File: src/sbf_fifo.sv
// ----------------------------------------------------------------------------
// sbf_fifo
// Small flop-based queue with level output.
// ----------------------------------------------------------------------------
module sbf_fifo #(
  parameter int unsigned Width = 8,
  parameter int unsigned Depth = 4,
  localparam int unsigned PtrW = (Depth > 1) ? $clog2(Depth) : 1,
  localparam int unsigned LvlW = $clog2(Depth + 1)
) (
  input  logic             clk_i,
  input  logic             rst_ni,
  input  logic             push_i,
  input  logic [Width-1:0] data_i,
  input  logic             pop_i,
  output logic [Width-1:0] data_o,
  output logic             full_o,
  output logic             empty_o,
  output logic [LvlW-1:0]  level_o
);

  logic [Width-1:0] mem_q [Depth];
  logic [PtrW-1:0]  wr_ptr_q, wr_ptr_d;
  logic [PtrW-1:0]  rd_ptr_q, rd_ptr_d;
  logic [LvlW-1:0]  level_q, level_d;
  logic             do_push, do_pop;

  assign full_o  = (level_q == LvlW'(Depth));
  assign empty_o = (level_q == '0);
  assign level_o = level_q;
  assign data_o  = mem_q[rd_ptr_q];

  assign do_push = push_i & ~full_o;
  assign do_pop  = pop_i & ~empty_o;

  always_comb begin
    wr_ptr_d = wr_ptr_q;
    rd_ptr_d = rd_ptr_q;
    if (do_push) begin
      wr_ptr_d = (wr_ptr_q == PtrW'(Depth - 1)) ? '0 : wr_ptr_q + 1'b1;
    end
    if (do_pop) begin
      rd_ptr_d = (rd_ptr_q == PtrW'(Depth - 1)) ? '0 : rd_ptr_q + 1'b1;
    end
    case ({do_push, do_pop})
      2'b10:   level_d = level_q + 1'b1;
      2'b01:   level_d = level_q - 1'b1;
      default: level_d = level_q;
    endcase
  end

  always_ff @(posedge clk_i or negedge rst_ni) begin
    if (!rst_ni) begin
      wr_ptr_q <= '0;
      rd_ptr_q <= '0;
      level_q  <= '0;
    end else begin
      wr_ptr_q <= wr_ptr_d;
      rd_ptr_q <= rd_ptr_d;
      level_q  <= level_d;
    end
  end

  always_ff @(posedge clk_i) begin
    if (do_push) begin
      mem_q[wr_ptr_q] <= data_i;
    end
  end

endmodule

File: config.mk
export PLATFORM = sky130hd
export DESIGN_NAME = sbf_fifo
export DESIGN_NICKNAME = d
export VERILOG_FILES = /design/src/sbf_fifo.sv
export SDC_FILE = /design/constraint.sdc
export NUM_CORES = 1
export LEC_CHECK = 0
export BUFFER_PORTS_ARGS = -buffer_cell sky130_fd_sc_hd__buf_4
export CORE_MARGIN = 4
export CORE_UTILIZATION = 50
export DETAILED_ROUTE_END_ITERATION = 16
export PLACE_DENSITY = 0.79
export SYNTH_ARGS = -nofsm -noshare
export SYNTH_HDL_FRONTEND = slang
export SYNTH_SLANG_ARGS = --single-unit
File: constraint.sdc
create_clock -name clk_i -period 3 [get_ports clk_i]
set_clock_uncertainty 0.05 [all_clocks]
set_input_delay 0.9 -clock clk_i [delete_from_list [all_inputs] [get_ports clk_i]]
set_output_delay 0.9 -clock clk_i [all_outputs]
set_load 0.005 [all_outputs]
==> out/qor.txt <==
Seq. cell area: 1140 µm²
largest net degree at the start of global routing: 13
largest family of logic cells by synthesized area: multiplexers
post-synthesis simple-gate area fraction: 4.50%
Worst Path Required: 2.05 ns
Finished Cell Area: 1910 µm²
dpl hpwl: 1800 µm
initial antenna violation count: 0
FF+latch count, synth: 39
Post-Synthesis Cells: 83
H-tree Lvls: 2
CP Capture Type: output pin
synth top area cells: edfxtp_1 60%, mux4_2 11%, dfrtp_1 11%
Chip Width: 64.8 µm
Routed WL: 2580 µm
Ant. Diodes: 0
CP Capture Point: data_o[4]
Final Slew Violations: 0
pwr/cell area: 943 nW/µm²
row cnt: 20
Die ar.: 4200 µm²
DP Worst Slack: 0.579 ns
post-route ant nets: 0
worst r2r dst: level_o[2]
multi-input combinational cell area: 437 µm²
outcome: complete, no violations
number of enable flip-flop cells after synthesis: 32
CTS tree: done
wire per inst: 16.4 µm
number of CTS-inserted buffers: 5
mux share of post-synthesis cell area: 15.1%
Async SR Flop Fraction: 17.9%
Worst Setup SP: rd_ptr_q[0]
Core Util, Final: 62.2%
Synth Area in Compound Gates: 0%
worst r2r src: level_o[0]
first drt pass iteration count: 4
most frequent cell after synthesis: edfxtp_1
critical path arrival: 1.80 ns
fin crit share: 91.7%
area post-placement: 1840 µm²
Iter 0 DRT Violations: 35
Syn Area/Cell: 19.4 µm²
hold buffers post-CTS: 0
worst-margin pin slew: 0.571 ns
Total GRT Usage: 14.8%
number of I/O port buffers: 24
sequential fraction of the synthesis area: 70.5%
Reg2Reg Depth: 9
global route overflow: 0
starting density of the core: 52.4%
most used flip-flop cell after synthesis: edfxtp_1
vias: 804
Reg clk slew, reported paths: 0.11 ns
setup violators final: 0
Crit Path Category: flip-flop to output pin
final setup margin: 0.249 ns
clk sink count: 39
Adder-Cell Fraction of Synth Area: 5.90%
Fill cells: 244
CTS root buf: clkbuf_4
area grow syn2layout: 18.8%
Placer Congestion: 0.659
syn_nets: 102
Synth cell types: 19
Max Fclk: 364 MHz
Synth Area in XOR/XNOR: 1.63%
DIE HEIGHT: 64.8 µm
setup slack on the worst flop-to-flop path: 0.67 ns
Synth top cells by count: 32 x edfxtp_1, 8 x inv_1, 8 x mux4_2, 7 x dfrtp_1, 6 x ha_1
Via density: 5.12
Skew-Pair Late Insertion Delay: 0.34 ns
crit-path max FO: 11
Core Area: 3080 µm²
Synth warnings: 0
HP Class: input port to async pin
total power draw: 1.81 mW
Final min period: 2.75 ns
vias in the first global route: 898
Slew HR: 61.9%
RSZ-0062 raised after global routing: false
TNS Setup: 0 ns
Leak: 0.763 nW
IR drop worst, VDD: 0.000507 V
critical path launch point type: flip-flop
fraction of layout cells with a size suffix above 1: 43.4%
Net count, final: 131
Ports: 25
dominant cell type by area after synthesis: edfxtp_1
worst-case clock buffer depth: 2
DRC violations left: 0
Resized cells post-CTS: 0
Post-Syn Area: 1610 µm²
max cap viols: 0
post-synth top area share: 59.6%
final hold violation count: 0
first-pass GRT wire length: 4430 µm
Setup Buffers After CTS: 0
[routing by layer]
metal	wire length [µm]	global-route usage, %
met1	1080	18.2
met2	1340	24.1
met3	90	4.16
met4	64	7.12
met5	0	0
[logic make-up after synthesis]
logic type,count (synthesis)
flops,39
mux,13
simple gates,11
buf+inv,10
fa+ha+maj,7
xor+xnor,3
[registers in the layout, summed over array words and instances (netlist names)]
| register | flops |
|---|---|
| level_o | 3 |
| rd_ptr_q | 2 |
| mem_q | 32 |
| wr_ptr_q | 2 |
[through the flow]
step	hold slack, ns	instances
floorplan	0.447	83
global placement	0.447	149
detailed placement	0.456	149
CTS	0.291	157
global route	0.285	157
finish	0.296	157
[power breakdown]
| part | internal (mW) | switching, mW | leakage (nW) |
|---|---|---|---|
| combinational | 0.377 | 0.236 | 0.344 |
| sequential | 0.732 | 0.121 | 0.375 |
| clock | 0.171 | 0.168 | 0.0426 |
[critical path, cell delays in order, from the launching register on]
cell and delay (ns):
dfrtp_1 0.72, mux4_2 0.59, buf_4 0.15
[worst min-delay path by stage]
stage | end | slack [ns]
5_1_grt | level_o[2] | 0.29
2_1_floorplan | level_o[2] | 0.45
3_5_place_dp | level_o[2] | 0.46
4_1_cts | level_o[0] | 0.29
6_report | level_o[0] | 0.30
3_3_place_gp | level_o[2] | 0.45
[area by class of cell]
type,count,share of cell area (%)
timing repair buffer,24,9.41
sequential,39,59.3
tap,44,2.88
multi-input combinational,34,22.8
clock inverter,3,2.03
clock buffer,5,1.96
inverter,8,1.57
[layout by cell type (no fill, tap or decap)]
cell and n:
mux4_2 8, mux2i_1 1, nor3_1 1, dfrtp_1 7, and2_4 1, fa_1 1
and3_2 4, clkinv_1 1, xnor2_1 1, xor2_1 2, mux2_4 2, ha_1 6
inv_1 8, mux2_2 2, edfxtp_1 32, buf_4 24, nand2b_1 1, clkinv_2 1
clkbuf_4 5, nor2_1 3, or3b_4 1, bufinv_16 1
Power figures use the tool's default switching activity.
