===== src/sbf_pkg.sv =====
// ----------------------------------------------------------------------------
// sbf_pkg
// Shared types and constants of the sectorized Bloom filter probe.
// ----------------------------------------------------------------------------
package sbf_pkg;

  localparam int unsigned FilterWordsDefault = 65536;
  // widest word index that the hash can form (17 low bits + 9 high bits)
  localparam int unsigned MaxAddrW           = 26;
  localparam int unsigned CmdDepth           = 4;
  localparam int unsigned OutDepth           = 4;
  localparam int unsigned SizeW              = 5;
  localparam logic [SizeW-1:0] SizeLog2Reset = 5'd16;
  localparam logic [SizeW-1:0] SizeLog2Min   = 5'd4;

  typedef enum logic {
    CmdLoad  = 1'b0,
    CmdProbe = 1'b1
  } cmd_e;

  // one command word between front and back
  typedef struct packed {
    cmd_e                cmd;
    logic [MaxAddrW-1:0] addr_a;
    logic [MaxAddrW-1:0] addr_b;
    logic [31:0]         data;
    logic [14:0]         pos_a;
    logic [19:0]         pos_b;
    logic                last;
  } cmd_item_t;

  typedef struct packed {
    logic        is_hit;
    logic [31:0] hit_count;
    logic        batch_end;
  } result_t;

  // one-hot bit of a 32-bit word from a 5-bit position
  function automatic logic [31:0] bit_mask(input logic [4:0] pos);
    bit_mask = 32'd1 << pos;
  endfunction

endpackage


===== src/sbf_front.sv =====
// ----------------------------------------------------------------------------
// sbf_front
// Accepts commands, holds the size register and forms word indices and
// mask bit positions for probes.
// ----------------------------------------------------------------------------
module sbf_front (
  input  logic                     clk_i,
  input  logic                     rst_ni,
  input  logic                     cfg_valid_i,
  output logic                     cfg_ready_o,
  input  logic [sbf_pkg::SizeW-1:0] cfg_data_i,
  input  logic                     push_i,
  input  logic                     full_i,
  input  logic                     command_i,
  input  logic [15:0]              word_index_i,
  input  logic [31:0]              word_data_i,
  input  logic [63:0]              key_hash_i,
  input  logic                     last_in_batch_i,
  output logic                     push_o,
  output sbf_pkg::cmd_item_t       item_o
);

  logic [sbf_pkg::SizeW-1:0]    size_log2_q, size_log2_d;
  logic [sbf_pkg::SizeW-1:0]    size_eff;
  logic [sbf_pkg::MaxAddrW-1:0] size_mask;
  logic [sbf_pkg::MaxAddrW-1:0] w1;
  logic [31:0]                  lo, hi;

  assign cfg_ready_o = 1'b1;
  assign push_o      = push_i & ~full_i;

  assign size_log2_d = (cfg_valid_i && cfg_ready_o) ? cfg_data_i : size_log2_q;

  always_ff @(posedge clk_i or negedge rst_ni) begin
    if (!rst_ni) begin
      size_log2_q <= sbf_pkg::SizeLog2Reset;
    end else begin
      size_log2_q <= size_log2_d;
    end
  end

  assign lo = key_hash_i[31:0];
  assign hi = key_hash_i[63:32];

  always_comb begin
    size_eff = (size_log2_q < sbf_pkg::SizeLog2Min) ? sbf_pkg::SizeLog2Min : size_log2_q;
    if (size_eff >= sbf_pkg::SizeW'(sbf_pkg::MaxAddrW)) begin
      size_mask = '1;
    end else begin
      size_mask = ~({sbf_pkg::MaxAddrW{1'b1}} << size_eff);
    end
    // low 17 bits and the 9 upper bits never overlap, so the add is a concat
    w1 = {hi[11:3], lo[16:0]} & size_mask;
  end

  always_comb begin
    item_o = '0;
    case (sbf_pkg::cmd_e'(command_i))
      sbf_pkg::CmdLoad: begin
        item_o.cmd    = sbf_pkg::CmdLoad;
        item_o.addr_a = sbf_pkg::MaxAddrW'(word_index_i);
        item_o.data   = word_data_i;
      end
      sbf_pkg::CmdProbe: begin
        item_o.cmd    = sbf_pkg::CmdProbe;
        item_o.addr_a = w1;
        item_o.addr_b = w1 ^ sbf_pkg::MaxAddrW'({1'b1, hi[2:0]});
        item_o.pos_a  = {lo[31:27], lo[26:22], lo[21:17]};
        item_o.pos_b  = {hi[31:27], hi[26:22], hi[21:17], hi[16:12]};
        item_o.last   = last_in_batch_i;
      end
      default: item_o = '0;
    endcase
  end

endmodule


===== config.mk =====
export PLATFORM = sky130hd
export DESIGN_NAME = sbf_front
export DESIGN_NICKNAME = d
export VERILOG_FILES = /design/src/sbf_pkg.sv /design/src/sbf_front.sv
export SDC_FILE = /design/constraint.sdc
export NUM_CORES = 1
export LEC_CHECK = 0
export BUFFER_PORTS_ARGS = -buffer_cell sky130_fd_sc_hd__buf_4
export CAP_MARGIN = 20
export CORE_AREA = 3 3 95 97
export CTS_CLUSTER_DIAMETER = 50
export CTS_CLUSTER_SIZE = 12
export DETAILED_ROUTE_END_ITERATION = 12
export DIE_AREA = 0 0 98 100
export GPL_ROUTABILITY_DRIVEN = 0
export GPL_TIMING_DRIVEN = 1
export PLACE_DENSITY = 0.55
export SLEW_MARGIN = 25
export SYNTH_ARGS = -nofsm -noshare
export SYNTH_HDL_FRONTEND = slang
export SYNTH_SLANG_ARGS = --single-unit

===== constraint.sdc =====
create_clock -name clk_i -period 1.1 [get_ports clk_i]
set_input_delay 0.055 -clock clk_i [delete_from_list [all_inputs] [get_ports clk_i]]
set_output_delay 0.055 -clock clk_i [all_outputs]
set_load 0.005 [all_outputs]

==> out/results.txt <==
#FFs+latches synth = 5
first-pass iteration count of the detailed router = 4
Root Driver = clkbuf_8
Post-synth EDFFs = 0
post-route ant nets = 0
Die Y = 100 um
flop2flop setup slack = 0.12 ns
Worst path top cell family by delay = flip-flops
final-report max-slew violation count = 0
crit-path most repeated cell = buf_6
max reg flops = 5
failing checks = setup timing
Max Cap Viol = 0
post-DR wirelength/cell = 15.3 um
Final Power = 0.00212 W
static leakage = 1.99 nW
Residual DRC = 0
largest net degree at the start of global routing = 32
CTS tree = yes
crit path cell chain = buf_6 > and3_4 > o211a_1 > a21o_1 > buf_6
Synth Flop Type = dfrtp_1
Longest Clk Path Bufs = 2
port bufs = 245
vias in the first global route = 2259
worst vdd ir = 0.294 mV
Ys Warns = 0
Row Count = 33
fmax = 649 MHz
vias per cell = 4.07
Fillers = 806
total grt overflow = 0
hpwl dp = 6980 um
DP Area = 0.00331 mm2
status = finished with violations
Worst EP required = 1.04 ns
later-pin clock latency in the skew report = 0.22 ns
most frequent cells in the layout = buf_4, and2_1, nor2b_1
Critical Path Sink Type = output port
Mapped Nets = 304
CP arrival = 1.49 ns
core area = 0.00822 mm2
sequential area share after synthesis = 10.1%
antenna violations before repair = 0
via count = 2184
Largest stage delay, worst path = 0.44 ns
FFs w/ async S/R, synth = 100%
starting density of the core = 15.2%
top cells by area, synth = and2_1, nor2b_1, mux2_2
Ports = 247
total CTS buffers = 3
Hold WC Path Type = in -> reg
Die Area = 0.00980 mm2
Setup CP Type = reg -> out
Area growth, synth to finish = 195%
hold_ws = 0.0770 ns
RSZ-0062 raised after global routing = yes
GRT Overall Usage = 14.9%
initial DRC count = 20
CP startpoint kind = flip-flop
Fin. Hold Viols = 0
maximum fanout along the worst path = 5
cell with the largest stage delay on the worst path = dfrtp_2
post-route cell area = 0.00369 mm2
first-pass GRT wire length = 11900 um
final setup margin = -0.440 ns
CTS H-tree depth = 1
total wire length = 8190 um
Clock Pin Slew Worst Setup and Hold Paths = 0.03 ns
Gate Count Post-Synth = 180
clk sinks = 5
synth unique cells = 30
layout cells sized above 1 = 74.8%
crit share post-route = 140%
final net count = 557
pwr dens = 573 mW/mm2
# setup viols final = 44
largest registers = size_log2_q (5)
setup TNS = -14.96 ns
Biggest register = size_log2_q
post-synth top area share = 18.5%
placed insts = 529
mapped cell area = 0.00125 mm2
cell taking the most area after synthesis = and2_1
min cycle time layout = 1.54 ns
commonest non-fill, non-tap cell in the layout = buf_4
Antenna diodes = 0
Post-Layout Cell Count = 537
CP bufs+invs = 2
Post-Syn Area per Cell = 6.96 um2
die width = 98 um
Setup Skew = 0 ns
[power breakdown]
| part | internal [W] | switching [W] |
|---|---|---|
| registers | 0.000209 | 0.0000366 |
| clock network | 0.000248 | 0.0000854 |
| logic | 0.000979 | 0.000558 |
| total | 0.00144 | 0.000680 |
[routing by layer]
layer,wire length [um],vias up,global-route usage [%]
met1,2950,983,16.9
met3,644,4,3.61
met5,0,-,0
li1,-,1086,-
met2,4540,111,28.4
met4,53,0,2.98
[kinds of logic (layout without fill, tap and decap cells)]
kind of cell              count (synthesis)  after routing  share of synthesized area [%]
and+or+nand+nor                         103            103                           47.0
xor gates and xnor gates                  3              3                           2.10
AOI/OAI and AO/OA                        30             30                           19.0
DFF                                       5              5                           10.1
other                                     1              1                          0.299
buffers and inverters                    29            281                           13.5
muxes                                     9              9                           8.09
[synth_stat cells, types with 2 or more instances]
master and count:
buf_4 12, o211a_1 6, buf_2 6, nor2b_1 33, mux2_2 9, clkbuf_1 9, nor2_1 13, and2_1 37
xnor2_1 3, dfrtp_1 4, nand2_1 10, a21o_1 9, o2bb2ai_1 3, nor3_1 2, a211oi_1 2, and3_1 4
a21oi_1 5
[worst reg2reg max path, stage by stage (launching register included)]
cell and delay, ns:
dfrtp_2 0.45, buf_6 0.15, mux2_2 0.25
[per-stage QoR]
stage               util [%]  setup WS, ns
CTS                     43.7        -0.425
global route            44.9        -0.478
finish                  44.9        -0.440
floorplan                  -        -0.100
detailed placement      40.3        -0.300
global placement        40.3        -0.247
[area by class of cell]
cell class	count	area, um2	share of cell area [%]
clock buffers	4	45.0	1.22
inverters	1	3.75	0.102
multi-input cells	146	1160	31.4
flip-flops and latches	5	130	3.52
well taps	105	131	3.56
repair buffers	276	2220	60.1
[worst paths after layout]
check                                            from                          to  depth (start not counted)
setup reg to reg           size_log2_q[2]$_DFFE_PN0P_  size_log2_q[2]$_DFFE_PN0P_                          2
hold / removal                          cfg_data_i[3]  size_log2_q[3]$_DFFE_PN0P_                          2
hold reg to reg            size_log2_q[0]$_DFFE_PN0P_  size_log2_q[0]$_DFFE_PN0P_                          2
min in group asynchronous                      rst_ni  size_log2_q[1]$_DFFE_PN0P_                          2
setup / recovery           size_log2_q[1]$_DFFE_PN0P_                 item_o[100]                          5
max in group asynchronous                      rst_ni  size_log2_q[4]$_DFFE_PN1P_                          2
[what timing repair did]
action | 4_1_cts | 5_1_grt
setup endpoints to repair | 44 | 44
buffers inserted | 5 | 0
hold endpoints to repair | 5 | 0
pin swaps | 22 | 10
hold buffers | 1 | 0
gates resized for setup | 47 | 24
Note: power is estimated with default switching activity, not from simulation.
